<file path="config.mk">
export PLATFORM = sky130hd
export DESIGN_NAME = json_token_lexer
export DESIGN_NICKNAME = d
export VERILOG_FILES = /design/src/rtl/jtl_pkg.sv /design/src/rtl/jtl_decode.sv /design/src/rtl/jtl_rsp_queue.sv /design/src/rtl/json_token_lexer.sv
export SDC_FILE = /design/constraint.sdc
export NUM_CORES = 1
export LEC_CHECK = 0
export BUFFER_PORTS_ARGS = -buffer_cell sky130_fd_sc_hd__buf_2
export CORE_MARGIN = 2
export CORE_UTILIZATION = 50
export CTS_BUF_LIST = sky130_fd_sc_hd__clkbuf_4
export DETAILED_ROUTE_END_ITERATION = 12
export HOLD_SLACK_MARGIN = 0.1
export PLACE_DENSITY = 0.65
export SLEW_MARGIN = 20
export SYNTH_ARGS = -nofsm -noshare
export SYNTH_HDL_FRONTEND = slang
export SYNTH_HIERARCHICAL = 1
export SYNTH_SLANG_ARGS = --single-unit
export TNS_END_PERCENT = 20
</file>
<file path="constraint.sdc">
create_clock -name clock -period 4.4 [get_ports clock]
set_input_delay 0.88 -clock clock [delete_from_list [all_inputs] [get_ports clock]]
set_output_delay 0.88 -clock clock [all_outputs]
set_load 0.005 [all_outputs]
</file>
<file path="src/rtl/jtl_pkg.sv">
package jtl_pkg;

   // Lexer modes
   localparam logic [1:0] MODE_IDLE = 2'd0;
   localparam logic [1:0] MODE_STR  = 2'd1;
   localparam logic [1:0] MODE_ESC  = 2'd2;
   localparam logic [1:0] MODE_BARE = 2'd3;

   // Token kinds
   localparam logic [1:0] KIND_PUNCT = 2'd0;
   localparam logic [1:0] KIND_STR   = 2'd1;
   localparam logic [1:0] KIND_BARE  = 2'd2;

   // Input commands
   localparam logic CMD_BYTE = 1'b0;
   localparam logic CMD_EOS  = 1'b1;

   // Characters the lexer looks at
   localparam logic [7:0] CH_QUOTE  = 8'h22;
   localparam logic [7:0] CH_BSLASH = 8'h5C;
   localparam logic [7:0] CH_SLASH  = 8'h2F;
   localparam logic [7:0] CH_COMMA  = 8'h2C;
   localparam logic [7:0] CH_COLON  = 8'h3A;
   localparam logic [7:0] CH_LBRACE = 8'h7B;
   localparam logic [7:0] CH_RBRACE = 8'h7D;
   localparam logic [7:0] CH_LBRACK = 8'h5B;
   localparam logic [7:0] CH_RBRACK = 8'h5D;
   localparam logic [7:0] CH_SPACE  = 8'h20;
   localparam logic [7:0] CH_TAB    = 8'h09;
   localparam logic [7:0] CH_CR     = 8'h0D;
   localparam logic [7:0] CH_B      = 8'h62;
   localparam logic [7:0] CH_F      = 8'h66;
   localparam logic [7:0] CH_N      = 8'h6E;
   localparam logic [7:0] CH_R      = 8'h72;
   localparam logic [7:0] CH_T      = 8'h74;

   // Control bytes that escape letters stand for
   localparam logic [7:0] CTL_BS = 8'h08;
   localparam logic [7:0] CTL_FF = 8'h0C;
   localparam logic [7:0] CTL_LF = 8'h0A;
   localparam logic [7:0] CTL_CR = 8'h0D;
   localparam logic [7:0] CTL_HT = 8'h09;

   // Result queue holds up to two results
   localparam int unsigned QDEPTH = 2;

   typedef struct packed {
      logic [7:0] out_byte;
      logic [1:0] token_kind;
      logic       byte_valid;
      logic       token_end;
      logic       stream_done;
      logic       escape_error;
      logic       open_discarded;
      logic       last;
   } result_type;

   // Decode of one input item: how many results and what they are
   typedef struct packed {
      logic [1:0] cnt;
      result_type res0;
      result_type res1;
   } decode_type;

endpackage

</file>
<file path="src/rtl/jtl_decode.sv">
module jtl_decode
   import jtl_pkg::*;
(
   input  logic       clock,
   input  logic       reset,
   input  logic       item_cmd,
   input  logic [7:0] item_byte,
   input  logic       take,
   output decode_type dec
);

   logic [1:0] mode_ff;
   logic [1:0] mode_in;
   logic       is_ws;
   logic       is_punct;
   logic       is_close;

   // character classes
   assign is_ws    = (item_byte == CH_SPACE) || ((item_byte >= CH_TAB) && (item_byte <= CH_CR));
   assign is_close = (item_byte == CH_COMMA) || (item_byte == CH_RBRACE) ||
                     (item_byte == CH_RBRACK);
   assign is_punct = is_close || (item_byte == CH_LBRACE) || (item_byte == CH_LBRACK) ||
                     (item_byte == CH_COLON);

   // result generation and next mode
   always_comb begin
      dec     = '0;
      mode_in = mode_ff;
      dec.res0.last = 1'b1;
      dec.res1.last = 1'b1;
      if (item_cmd == CMD_EOS) begin
         dec.cnt                 = 2'd1;
         dec.res0.stream_done    = 1'b1;
         dec.res0.escape_error   = (mode_ff == MODE_ESC);
         dec.res0.open_discarded = (mode_ff != MODE_IDLE);
         mode_in                 = MODE_IDLE;
      end else begin
         case (mode_ff)
            MODE_IDLE: begin
               dec.res0.out_byte   = item_byte;
               dec.res0.byte_valid = 1'b1;
               if (is_punct) begin
                  dec.cnt                = 2'd1;
                  dec.res0.token_kind    = KIND_PUNCT;
                  dec.res0.token_end     = 1'b1;
               end else if (item_byte == CH_QUOTE) begin
                  dec.cnt             = 2'd1;
                  dec.res0.token_kind = KIND_STR;
                  mode_in             = MODE_STR;
               end else if (!is_ws) begin
                  dec.cnt             = 2'd1;
                  dec.res0.token_kind = KIND_BARE;
                  mode_in             = MODE_BARE;
               end
            end
            MODE_STR: begin
               dec.res0.out_byte   = item_byte;
               dec.res0.byte_valid = 1'b1;
               dec.res0.token_kind = KIND_STR;
               if (item_byte == CH_BSLASH) begin
                  mode_in = MODE_ESC;
               end else if (item_byte == CH_QUOTE) begin
                  dec.cnt            = 2'd1;
                  dec.res0.token_end = 1'b1;
                  mode_in            = MODE_IDLE;
               end else begin
                  dec.cnt = 2'd1;
               end
            end
            MODE_ESC: begin
               dec.res0.byte_valid = 1'b1;
               dec.res0.token_kind = KIND_STR;
               dec.cnt             = 2'd1;
               mode_in             = MODE_STR;
               case (item_byte)
                  CH_QUOTE, CH_BSLASH, CH_SLASH: dec.res0.out_byte = item_byte;
                  CH_B: dec.res0.out_byte = CTL_BS;
                  CH_F: dec.res0.out_byte = CTL_FF;
                  CH_N: dec.res0.out_byte = CTL_LF;
                  CH_R: dec.res0.out_byte = CTL_CR;
                  CH_T: dec.res0.out_byte = CTL_HT;
                  default: begin
                     // unknown escape letter is dropped
                     dec.cnt             = 2'd0;
                     dec.res0.byte_valid = 1'b0;
                  end
               endcase
            end
            default: begin
               // inside a bare value
               dec.cnt             = 2'd1;
               dec.res0.token_kind = KIND_BARE;
               if (is_ws || is_close) begin
                  dec.res0.token_end = 1'b1;
                  mode_in            = MODE_IDLE;
                  if (is_close) begin
                     // close marker, then the punctuation itself
                     dec.cnt              = 2'd2;
                     dec.res0.last        = 1'b0;
                     dec.res1.out_byte    = item_byte;
                     dec.res1.token_kind  = KIND_PUNCT;
                     dec.res1.byte_valid  = 1'b1;
                     dec.res1.token_end   = 1'b1;
                  end
               end else begin
                  dec.res0.out_byte   = item_byte;
                  dec.res0.byte_valid = 1'b1;
               end
            end
         endcase
      end
   end

   // mode advances only when the item is taken
   always_ff @(posedge clock) begin
      if (reset) begin
         mode_ff <= MODE_IDLE;
      end else if (take) begin
         mode_ff <= mode_in;
      end
   end

endmodule

</file>
<file path="src/rtl/jtl_rsp_queue.sv">
module jtl_rsp_queue
   import jtl_pkg::*;
(
   input  logic       clock,
   input  logic       reset,
   input  logic [1:0] push_n,
   input  result_type push0,
   input  result_type push1,
   input  logic       pop,
   output logic [1:0] count,
   output logic       out_valid,
   output result_type out_data
);

   result_type slot_ff [QDEPTH];
   logic [1:0] count_ff;
   logic [1:0] count_in;
   logic       rd_ptr_ff;
   logic       wr_ptr_ff;
   logic       do_pop;

   assign do_pop    = pop && (count_ff != 2'd0);
   assign count     = count_ff;
   assign out_valid = (count_ff != 2'd0);
   assign out_data  = slot_ff[rd_ptr_ff];
   assign count_in  = count_ff + push_n - {1'b0, do_pop};

   // pointers and fill level
   always_ff @(posedge clock) begin
      if (reset) begin
         count_ff  <= 2'd0;
         rd_ptr_ff <= 1'b0;
         wr_ptr_ff <= 1'b0;
      end else begin
         count_ff  <= count_in;
         rd_ptr_ff <= rd_ptr_ff ^ do_pop;
         wr_ptr_ff <= wr_ptr_ff ^ (push_n == 2'd1);
      end
   end

   // slot storage; two pushes only happen into an empty queue
   always_ff @(posedge clock) begin
      if (push_n != 2'd0) begin
         slot_ff[wr_ptr_ff] <= push0;
      end
      if (push_n == 2'd2) begin
         slot_ff[~wr_ptr_ff] <= push1;
      end
   end

endmodule

</file>
<file path="src/rtl/json_token_lexer.sv">
// An accepted byte is registered in the input stage, decoded and written into the
// result queue. Throughput: one byte per cycle while the output takes beats and each
// byte gives at most one result; a bare value closed by a comma or closing bracket
// gives two beats and waits until the two-entry result queue is empty.
// Reset: synchronous, active high; clears the lexer mode to idle and empties
// the input stage and the result queue.
module json_token_lexer
   import jtl_pkg::*;
(
   input  logic       clock,
   input  logic       reset,
   input  logic       req_tvalid,
   output logic       req_tready,
   input  logic [7:0] req_tdata,   // [7:0] in_byte
   input  logic       req_tuser,   // [0] cmd
   output logic       rsp_tvalid,
   input  logic       rsp_tready,
   output logic [7:0] rsp_tdata,   // [7:0] out_byte
   output logic [6:0] rsp_tuser,   // [1:0] token_kind, [2] byte_valid, [3] token_end,
                                   // [4] stream_done, [5] escape_error, [6] open_discarded
   output logic       rsp_tlast    // last
);

   logic       in_vld_ff;
   logic       in_vld_in;
   logic       in_cmd_ff;
   logic [7:0] in_byte_ff;
   decode_type dec;
   logic [1:0] q_count;
   logic       fits;
   logic       adv;
   logic [1:0] push_n;
   result_type rsp;

   // input stage
   assign req_tready = !in_vld_ff || adv;

   always_comb begin
      in_vld_in = in_vld_ff;
      if (req_tvalid && req_tready) begin
         in_vld_in = 1'b1;
      end else if (adv) begin
         in_vld_in = 1'b0;
      end
   end

   always_ff @(posedge clock) begin
      if (reset) begin
         in_vld_ff <= 1'b0;
      end else begin
         in_vld_ff <= in_vld_in;
      end
   end

   always_ff @(posedge clock) begin
      if (req_tvalid && req_tready) begin
         in_cmd_ff  <= req_tuser;
         in_byte_ff <= req_tdata;
      end
   end

   jtl_decode u_decode (
      .clock     (clock),
      .reset     (reset),
      .item_cmd  (in_cmd_ff),
      .item_byte (in_byte_ff),
      .take      (adv),
      .dec       (dec)
   );

   // item moves on when the queue has room for all its results
   assign fits   = (q_count == 2'd0) ||
                   ((q_count == 2'd1) && (dec.cnt != 2'd2)) ||
                   (dec.cnt == 2'd0);
   assign adv    = in_vld_ff && fits;
   assign push_n = adv ? dec.cnt : 2'd0;

   jtl_rsp_queue u_rsp_queue (
      .clock     (clock),
      .reset     (reset),
      .push_n    (push_n),
      .push0     (dec.res0),
      .push1     (dec.res1),
      .pop       (rsp_tready),
      .count     (q_count),
      .out_valid (rsp_tvalid),
      .out_data  (rsp)
   );

   // result beat packing
   assign rsp_tdata = rsp.out_byte;
   assign rsp_tuser = {rsp.open_discarded, rsp.escape_error, rsp.stream_done,
                       rsp.token_end, rsp.byte_valid, rsp.token_kind};
   assign rsp_tlast = rsp.last;

   // the end-of-stream status is always the only beat of its item
   a_done_last: assert property (@(posedge clock) disable iff (reset)
      rsp_tvalid && rsp.stream_done |-> rsp_tlast && !rsp.byte_valid)
      else $error("stream status beat not marked last");

   // an escape error can only occur with an open string
   a_esc_disc: assert property (@(posedge clock) disable iff (reset)
      rsp_tvalid && rsp.escape_error |-> rsp.open_discarded && rsp.stream_done)
      else $error("escape error without discarded token");

   // a marker beat with no byte carries a zero byte
   a_marker_zero: assert property (@(posedge clock) disable iff (reset)
      rsp_tvalid && !rsp.byte_valid |-> rsp.out_byte == 8'd0)
      else $error("marker beat carries a byte");

   // a close marker always ends a bare value
   a_close_bare: assert property (@(posedge clock) disable iff (reset)
      rsp_tvalid && !rsp.byte_valid && !rsp.stream_done |->
         rsp.token_end && (rsp.token_kind == KIND_BARE))
      else $error("close marker malformed");

   // a two-beat item is only queued into an empty queue
   a_push_room: assert property (@(posedge clock) disable iff (reset)
      push_n == 2'd2 |-> q_count == 2'd0)
      else $error("result queue overflow");

endmodule
</file>
Word-level counts from Yosys, hierarchy flattened
Memories as Yosys holds them, arrays and structs flattened. A register that Yosys moved wholly into a read port is not among the register bits. Index checks and enable logic that the tools add are counted.

Add/sub/neg operators: 2. Multiply operators: 0. Div/mod/pow operators: 0. Magnitude comparators: 2. Equal/unequal tests: 24. Shift operators: 0. Mux-type cells: 43. Bitwise operators: 3. Reductions and logical operators: 28.

Operators by type and width (number): $eq A8 B7 Y1 const B (10); $mux W13 (4); $pmux W8 S6 (1); $eq A8 B6 Y1 const B (5); $pmux W13 S3 (1); $mux W2 (16); $mux W1 (16); $mux W12 (1); $logic_or A1 B1 Y1 (10); $ge A8 B4 Y1 const B (1); $le A8 B4 Y1 const B (1); $mux W8 (1); $reduce_bool A2 Y1 (4); $reduce_or A8 Y1 (1); $eq A2 B1 Y1 const B (3); $logic_not A2 Y1 (3); $pmux W2 S3 (1); $reduce_or A3 Y1 (2); $logic_and A1 B1 Y1 (5); $reduce_and A5 Y1 (1); $reduce_bool A5 Y1 (1); $eq A2 B2 Y1 const B (2); $ne A4 B2 Y1 const B (1); $ne A4 B4 Y1 const B (1); 9 further kinds (10).

Register bits: 16. Latch bits: 0. Memory bits (writable): 32. ROM bits: 0. Input port bits: 13. Output and inout bits: 18. Word-level logic and storage cells: 110. Memories kept: 1.

Memory list: u_rsp_queue.slot_ff (depth 2, width 16, rd ports 1, clocked after Yosys merged registers in 1, wr ports 2, RTL line jtl_rsp_queue.sv:15) `result_type slot_ff [QDEPTH];`.

Longest topological paths before layout
Gate-level depths: netlist of the first run.

Depth in word-level cells: 18. Depth in mapped cells: 13. Mapped depth without buffers: 12.

Cells and area by module
The synthesis of the first run kept the hierarchy.

By module, submodules not included: jtl_rsp_queue (instances 1, cells each 110, area an instance 1831.8 um2, sequential area each 1041.0 um2); jtl_decode (instances 1, cells each 131, area an instance 894.6 um2, sequential area each 40.0 um2); json_token_lexer (instances 1, cells each 19, area an instance 364.1 um2, sequential area each 290.3 um2).

Worst setup path after synthesis of the first run
Ideal clock, no wire load.

Path type: flip-flop to flip-flop. Start: register in_byte_ff[0]. End: memory u_rsp_queue/slot_ff[1][10] (netlist name) (data pin). Library setup time: 0.260 ns. Data arrival time: 2.903 ns. Setup slack: 1.236 ns. Cell stages (with the launch flop): 13. Period minus slack after synthesis: 3.164 ns. Cell sequence: edfxtp_1 -> buf_6 -> nand2b_4 -> or3b_4 -> a21oi_1 -> o21ai_0 -> a41oi_1 -> nor2b_2 -> and4bb_2 -> nand2b_2 -> nor2_4 -> buf_12 -> mux2_4.

RTL lines: from (decl) (RTL line json_token_lexer.sv:27) `logic [7:0] in_byte_ff;`; from (signal assigned) (RTL line json_token_lexer.sv:58) `in_byte_ff <= req_tdata;`; to (decl) (RTL line jtl_rsp_queue.sv:15).

==> results of run 1 <==
==> sequential cells by signal, indices dropped and copies added (netlist names) <==
signal / flops
in_cmd_ff: 1
u_rsp_queue/rd_ptr_ff: 1
u_rsp_queue/wr_ptr_ff: 1
u_rsp_queue/slot_ff: 32
in_byte_ff: 8
u_decode/mode_ff: 2
u_rsp_queue/count: 2
in_vld_ff: 1
==> metrics by stage <==
| stage | total power [mW] | area (µm²) | hold WS, ns | std cells | util |
|---|---|---|---|---|---|
| floorplan | 0.860 | 3110 | 0.492 | 266 | - |
| global placement | 0.945 | 3190 | 0.521 | 347 | 0.536 |
| detailed placement | 0.948 | 3190 | 0.529 | 347 | 0.536 |
| CTS | 1.15 | 3250 | 0.552 | 355 | 0.545 |
| global route | 1.22 | 3250 | 0.588 | 355 | 0.545 |
| finish | 1.14 | 3250 | 0.550 | 355 | 0.545 |
==> placed cells by master, fill, tap and decap left out, drive strengths merged, types with 7 or more instances in the layout <==
cell type / n
a21oi: 8
mux2: 48
edfxtp: 41
o21ai: 7
buf: 31
nor2: 14
conb: 8
inv: 7
and2: 8
dfxtp: 7
nor2b: 7
==> worst register-to-register path, stage by stage, from the launching register on <==
cell and delay [ns]:
edfxtp_1 0.57, or4b_1 0.57, a21oi_1 0.34, nor3b_2 0.54, a41oi_1 0.20, and3b_2 0.34
nand2b_2 0.21, nor2_4 0.46, mux2_2 0.40
==> routing by layer <==
layer,GRT usage,up-vias
met4,0.0492,0
li1,-,992
met1,0.243,953
met5,0,-
met3,0.0326,5
met2,0.285,33
==> final cells by class <==
cell class,instances,area [µm²]
multi-input cells,186,1540
well taps,75,93.8
fillers,525,2710
inverters,7,26.3
flip-flops and latches,48,1370
clock buffers,5,37.5
repair buffers,31,158
clock inverters,3,18.8
==> power by group <==
group | total, mW | switching, mW | internal, mW | leakage (nW)
Sequential | 0.616 | 0.0613 | 0.554 | 0.438
Clock | 0.205 | 0.145 | 0.0604 | 0.0249
Combinational | 0.319 | 0.136 | 0.183 | 0.760
Total | 1.14 | 0.342 | 0.798 | 1.22
==> kinds of logic after synthesis <==
group                    Yosys count
AO/OA/AOI/OAI                     40
XOR/XNOR                           6
adder cells (fa/ha/maj)            6
buffers and inverters             32
flip-flops                        48
multiplexers                      48
other                              2
AND/OR/NAND/NOR                   78
==> how the worst max path moves through the flow <==
| stage | endpoint | depth (start not counted) | startpoint |
|---|---|---|---|
| 2_1_floorplan | u_rsp_queue/slot_ff[1][10]$_DFFE_PP_ | 12 | in_byte_ff[0]$_DFFE_PP_ |
| 3_3_place_gp | u_rsp_queue/slot_ff[1][15]$_DFFE_PP_ | 8 | in_byte_ff[4]$_DFFE_PP_ |
| 3_5_place_dp | u_rsp_queue/slot_ff[1][15]$_DFFE_PP_ | 8 | in_byte_ff[4]$_DFFE_PP_ |
| 4_1_cts | req_tready | 7 | in_byte_ff[4]$_DFFE_PP_ |
| 5_1_grt | req_tready | 7 | in_byte_ff[4]$_DFFE_PP_ |
| 6_report | req_tready | 7 | in_byte_ff[4]$_DFFE_PP_ |
==> metrics.cfg, run 1 <==
[setup_path]
timing.critical_path.required_ns = 3.52
cpMaxStageDelayCell = edfxtp_1
slowest_delay_ns = 0.57
critical_path.startpoint_type = flop
crit_path_max_fanout = 12
cp_cell_sequence = or4b_1, a21oi_1, nor3b_2, a41oi_1, nor2b_2, o221ai_2, buf_2
critical_path_class = reg -> out
reg2regPathDepth = 8
worstReg2RegEnd = u_rsp_queue/slot_ff[1][3]$_DFFE_PP_
reg2reg_setup_slack_ns = 0.53
end_kind = output port
critical_path.n_buffers_inverters = 1
cp_data_arrival_time_ns = 3.12
rr_startpoint = in_byte_ff[4]$_DFFE_PP_
crit_family = simple AND/OR/NAND/NOR gates

[global_route]
grt_max_degree = 20
grt_pass1_vias = 1884
overflow = 0
grt_antenna_before_repair = 0
grt_pass1_wl_mm = 9.18
global_route.usage.total = 0.176

[floorplanning]
die-height_um = 82.6
die_x_um = 82.6
floorplan.rows = 28
design.portCount = 31
placeableCoreArea_mm2 = 0.00596
start_util = 0.519
fp.dieArea_mm2 = 0.00683

[sta]
final.setup.worst_slack_ns = 0.396
report.final.hold_viol_count = 0
maxClockFrequency_mhz = 250
fin_worst_skew_ns = 0.00700
max_slew_violations = 0
setup_tns_ns = 0
timing.final.crit_share = 0.910
setup_repair_after_global_routing_missed_its_margin = no
fin_crit_ns = 4.00
finalSetupViolCount = 0
relSlewSlack = 0.469
tightestPinTransition_ns = 0.795

[clock_tree]
cts_tree = built
ctsResizeCount = 0
cts_root_buffer = clkbuf_4
numClockSinks = 48
postCtsHoldBufs = 0
clock_latency_ns = 0.37
h_tree_levels = 2
clock_tree.buffer_depth = 2
cts_buffers = 5
post_cts_setup_buffer_count = 0
path_clk_slew_ns = 0.14

[min_path]
holdPathStages = 2
min_to = in_vld_ff$_SDFFE_PP0P_
hp-start = in_vld_ff$_SDFFE_PP0P_
hold_crit_class = reg -> reg

[route]
wl_mm = 5.44
drtIter0Drc = 98
drt_drc_violations_left = 0
vias_per_cell = 5.59
detail_route.wl_per_cell_um = 15.3
dr_total_vias = 1983
drtPass1Iterations = 4
met3WireLength_um = 162
highest-signal-layer = met4
routedLengthMet1_mm = 2.67
met2RoutedLength_mm = 2.54
post_route_ant_nets = 0

[cells_and_area]
n_antenna_cell = 0
final_net_count = 298
layout_cell_share_with_drive_strength_beyond_1 = 0.368
synthToLayoutAreaGrowth_pct = 5.06

[synthesis]
syn_area_per_cell_um2 = 11.9
synth-edff-count = 41
synth_top_cell_area_share = 0.398
post_synth_fa_ha_maj_area_fraction = 0.0243
synth_top_family_by_area = multiplexers
postSynthRegisterBits = 48
synth.area.mux_share = 0.187
synth_area_mm2 = 0.00309
synth_compound_area_frac = 0.0919
synth.largest_area_cell = edfxtp_1
synth.most_common_cell = edfxtp_1
synth_warnings = 6
synth_cell_types = 64
post_synth_inst_count = 260
synth_xor_xnor_area_share = 0.0170
post_synth_main_area_contributors = edfxtp_1 (40%), mux2_2 (14%), mux2_4 (4.9%)
synth_top_cells_by_count = edfxtp_1 (41), mux2_2 (38), nor2_1 (13)
synth_simple_gate_area_share = 0.169
ys.flop_type = edfxtp_1
async_reset_ff_frac = 0
yosysSeqAreaShare = 0.444

[power_and_ir_drop]
power.leakage_nw = 1.22
p_per_area_mw_per_mm2 = 351
max-vdd-ir-drop_mv = 0.169

[outcome]
status = complete, no violations

[run]
cap_viol_max_count = 0

[place]
dpl_worst_slack_ns = 0.552
hpwl_mm = 3.83
place_congestion = 0.946
io_buffers = 30

No activity file was read; power rests on OpenSTA's default activity.
==> run 2, diff against run 1 <==
- clock period: 4.4 -> 4.9 ns (I/O delays scaled with it)
==> run 2 against run 1 <==
  * Clock power is 42% higher
  * Sequential share of layout area decreased by 0.53 points
  * Routed wire length grew 3.0%
  * Combinational power down 10%
  * Highest routed layer unchanged
==> metrics.cfg, run 2 (synthesis gave the netlist of run 1 again) <==
[power_and_ir_drop]
p_per_area_mw_per_mm2 = 344
max-vdd-ir-drop_mv = 0.167
p_total_mw = 1.13
power.leakage_nw = 1.25

[floorplanning]
die_x_um = 82.6
fp.dieArea_mm2 = 0.00683
placeableCoreArea_mm2 = 0.00596
die-height_um = 82.6
start_util = 0.519
design.portCount = 31
floorplan.rows = 28

[cells_and_area]
layout.cells.most_common = edfxtp_1
layout_cell_share_with_drive_strength_beyond_1 = 0.369
synthToLayoutAreaGrowth_pct = 6.40
layout.filler_cells = 515
layout_common_cells = edfxtp_1 (41), mux2_2 (38), buf_2 (30)
n_antenna_cell = 0
max_flop_register = u_rsp_queue/slot_ff
final_net_count = 297
layout_top_registers = u_rsp_queue/slot_ff x32, in_byte_ff x8
finalNonFillerCells = 354
largest_register_ffs = 32

[sta]
final.setup.worst_slack_ns = 0.865
setup_tns_ns = 0
maxClockFrequency_mhz = 248
max_slew_violations = 0
fin_crit_ns = 4.04
setup_repair_after_global_routing_missed_its_margin = no
tightestPinTransition_ns = 0.766
fin_worst_skew_ns = 0.0127
report.final.hold_viol_count = 0
relSlewSlack = 0.489
finalSetupViolCount = 0
timing.final.crit_share = 0.823

[place]
dpl_worst_slack_ns = 1.12
io_buffers = 30
place_congestion = 0.868
hpwl_mm = 3.87
dp_cells = 346

[route]
vias_per_cell = 5.66
post_route_ant_nets = 0
wl_mm = 5.60
drt_drc_violations_left = 0
drtPass1Iterations = 4
detail_route.wl_per_cell_um = 15.8
drtIter0Drc = 96
dr_total_vias = 2004

[min_path]
hold_crit_class = reg -> reg
holdPathStages = 2
hp-start = in_vld_ff$_SDFFE_PP0P_
min_to = in_vld_ff$_SDFFE_PP0P_

[global_route]
grt_pass1_vias = 1798
grt_max_degree = 20
overflow = 0
grt_antenna_before_repair = 0
global_route.usage.total = 0.179
grt_pass1_wl_mm = 9.10

[clock_tree]
numClockSinks = 48
post_cts_setup_buffer_count = 0
path_clk_slew_ns = 0.13
clock_latency_ns = 0.36
cts_tree = built
postCtsHoldBufs = 0
cts_buffers = 5
cts_root_buffer = clkbuf_4
clock_tree.buffer_depth = 2
h_tree_levels = 2
ctsResizeCount = 0

[setup_path]
worstReg2RegEnd = u_rsp_queue/slot_ff[1][4]$_DFFE_PP_
cp_data_arrival_time_ns = 3.06
reg2regPathDepth = 8
end_kind = output port
reg2reg_setup_slack_ns = 1.09
crit_path_max_fanout = 12
critical_path.startpoint_type = flop
timing.critical_path.required_ns = 3.92
critical_path_launch_point = in_byte_ff[4]$_DFFE_PP_
rr_startpoint = in_byte_ff[4]$_DFFE_PP_
critical_path_class = reg -> out

[outcome]
status = complete, no violations

[run]
cap_viol_max_count = 0

## run 2: changes by cell type in the layout (fill, tap and decap cells not counted), sizes merged
cell      previous run  this run
clkinvlp             2         0
buf                 31        30
clkinv               1         0
bufinv               0         2
clkbuf               5         6
## run 2: layout make-up
type	instances	area (µm²)	share of cell area
Multi-Input combinational cell	186	1540	0.469
Sequential cell	48	1370	0.417
Timing Repair Buffer	30	150	0.0457
Tap cell	75	93.8	0.0285
Clock inverter	2	60.1	0.0183
Clock buffer	6	45.0	0.0137
Inverter	7	26.3	0.00799
## run 2: worst max-delay path by stage
| stage | cells past startpoint | to |
|---|---|---|
| after floorplan | 12 | u_rsp_queue/slot_ff[1][10]$_DFFE_PP_ |
| after global placement | 10 | u_rsp_queue/slot_ff[1][2]$_DFFE_PP_ |
| after detailed placement | 8 | u_rsp_queue/slot_ff[1][2]$_DFFE_PP_ |
| after CTS | 7 | req_tready |
| after global routing | 7 | req_tready |
| final | 7 | req_tready |
## run 2: critical path, stage by stage (launching register included)
cell      delay (ns)
edfxtp_1        0.59
or4b_1          0.57
a21oi_1         0.31
nor3b_2         0.51
a41oi_1         0.19
nor2b_2         0.24
o221ai_2        0.14
buf_2           0.17
## run 2: where the power goes
group          switching (mW)  internal [mW]  total [mW]  leakage, nW
combinational           0.123          0.164       0.287        0.754
sequential             0.0547          0.498       0.553        0.438
clock                   0.126          0.165       0.291       0.0559
## run 2: per-stage QoR
step / utilization / hold WS [ns] / area [µm²]
floorplan: - / 0.492 / 3110
global placement: 0.534 / 0.528 / 3180
detailed placement: 0.534 / 0.517 / 3180
CTS: 0.552 / 0.542 / 3290
global route: 0.552 / 0.576 / 3290
finish: 0.552 / 0.546 / 3290
## run 2: layer usage
layer	track usage	wire, µm	up-vias
met5	0	0	-
met4	0.0459	49	0
met3	0.0402	219	4
met2	0.277	2540	37
met1	0.253	2790	974
li1	-	-	989
==> run 3, diff against run 2 <==
- clock period: 4.9 -> 3.8 ns (I/O delays scaled with it)
==> run 3 against run 2 <==
  * Die area unchanged
  * Global-route usage down 0.41 points
  * Sequential power up 29%
  * Worst hold slack worse by 0.0066 ns
  * Routed wire length up 2.3%
  * Clock power down 18%
  * Core utilization up 0.32 points
  * Flip-flop and latch count unchanged
  * Combinational power up 33%
  * First-iteration DRC count up 5.2%
  * Cell area up 0.57%
  * Worst setup slack worse by 0.55 ns
  * Largest power group unchanged
==> metrics.cfg, run 3 (synthesis gave the netlist of run 1 again) <==
[setup_path]
cp_data_arrival_time_ns = 2.72
cpMaxStageDelayCell = edfxtp_1
critical_path_class = reg -> out
reg2reg_setup_slack_ns = 0.33
crit_path_max_fanout = 11
cp_cell_sequence = nand2b_4, or3b_4, a21oi_1, o21ai_0, a41oi_2, nor2b_2, o221ai_2, buf_2
critical_path.startpoint_type = flop
slowest_delay_ns = 0.61
reg2regPathDepth = 11
timing.critical_path.required_ns = 3.04
end_kind = output port

[route]
drt_drc_violations_left = 0
post_route_ant_nets = 0
drtIter0Drc = 101
detail_route.wl_per_cell_um = 15.8
vias_per_cell = 5.54
dr_total_vias = 2006
wl_mm = 5.73
drtPass1Iterations = 4

[outcome]
status = complete, no violations

[cells_and_area]
layout_top_registers = u_rsp_queue/slot_ff x32, in_byte_ff x8
layout.cells.most_common = edfxtp_1
layout_cell_share_with_drive_strength_beyond_1 = 0.387
final_net_count = 305
n_antenna_cell = 0
max_flop_register = u_rsp_queue/slot_ff
synthToLayoutAreaGrowth_pct = 7.00
largest_register_ffs = 32
layout_common_cells = edfxtp_1 (41), mux2_2 (38), buf_2 (30)
layout.filler_cells = 546

[sta]
worst_case_hold_slack_ns = 0.539
tightestPinTransition_ns = 0.784
setup_tns_ns = 0
fin_worst_skew_ns = 0.00695
report.final.hold_viol_count = 0
setup_repair_after_global_routing_missed_its_margin = no
timing.final.crit_share = 0.916
fin_crit_ns = 3.48
finalSetupViolCount = 0
max_slew_violations = 0
relSlewSlack = 0.477
maxClockFrequency_mhz = 287

[floorplanning]
die-height_um = 82.6
die_x_um = 82.6
floorplan.rows = 28
fp.dieArea_mm2 = 0.00683
design.portCount = 31
start_util = 0.519
placeableCoreArea_mm2 = 0.00596

[clock_tree]
cts_tree = built
h_tree_levels = 2
path_clk_slew_ns = 0.14
clock_latency_ns = 0.37
clock_tree.buffer_depth = 2
cts_buffers = 5
cts_root_buffer = clkbuf_4
numClockSinks = 48

[power_and_ir_drop]
p_per_area_mw_per_mm2 = 403
power.leakage_nw = 1.26
max-vdd-ir-drop_mv = 0.233

[global_route]
overflow = 0
grt_pass1_vias = 1826
grt_pass1_wl_mm = 8.91
grt_max_degree = 20
grt_antenna_before_repair = 0
global_route.usage.total = 0.175

[run]
cap_viol_max_count = 0

[place]
io_buffers = 30
hpwl_mm = 4.02
place_congestion = 0.932

[min_path]
hold_crit_class = reg -> reg
holdPathStages = 2

run 3: routing by layer:
layer  track usage  routed length, µm  part of all wire  up-vias
li1              -                  -                 -     1003
met1         0.229               2630              0.46      948
met2         0.292               2800              0.49       48
met3        0.0337                217             0.038        7
met4        0.0541                 80             0.014        0
met5             0                  0                 0        -
run 3: through the flow:
stage	area [µm²]	setup slack, ns	power (mW)	utilization	std cells
floorplan	3110	0.636	0.995	-	266
global placement	3240	0.325	1.10	0.545	354
detailed placement	3240	0.317	1.11	0.545	354
CTS	3300	0.267	1.35	0.554	362
global route	3310	0.108	1.42	0.555	362
finish	3310	0.318	1.33	0.555	362
run 3: where the power goes:
group          total, mW  switching (mW)  internal, mW
logic              0.382           0.164         0.219
clock network      0.239           0.169        0.0699
registers          0.711          0.0694         0.641
total               1.33           0.402         0.930
run 3: worst paths after layout:
kind                                start                                  end
setup / recovery  in_byte_ff[5]$_DFFE_PP_                           req_tready
hold / removal     in_vld_ff$_SDFFE_PP0P_               in_vld_ff$_SDFFE_PP0P_
setup reg to reg  in_byte_ff[5]$_DFFE_PP_  u_rsp_queue/slot_ff[1][4]$_DFFE_PP_
hold reg to reg    in_vld_ff$_SDFFE_PP0P_               in_vld_ff$_SDFFE_PP0P_
run 3: what timing repair did:
action                                 in CTS  in global routing
buffers inserted                            0                  0
endpoints found under the hold margin       0                  0
setup endpoints to repair                   0                  4
gates resized for setup                     0                  1
hold buffers                                0                  0
run 3: worst max-delay path: cells and delay by family, from the launching register on:
family / cells / cell delay [ns]
AO/OA/AOI/OAI: 4 / 0.96
buffers and inverters: 1 / 0.15
flip-flops: 1 / 0.61
AND/OR/NAND/NOR: 3 / 0.63
run 3: final cells by class:
class	count	area, µm²	area share
multi-input combinational	186	1550	0.468
sequential	48	1370	0.415
timing repair buffer	38	210	0.0636
tap	75	93.8	0.0284
clock buffer	5	37.5	0.0114
inverter	7	26.3	0.00795
clock inverter	3	18.8	0.00568
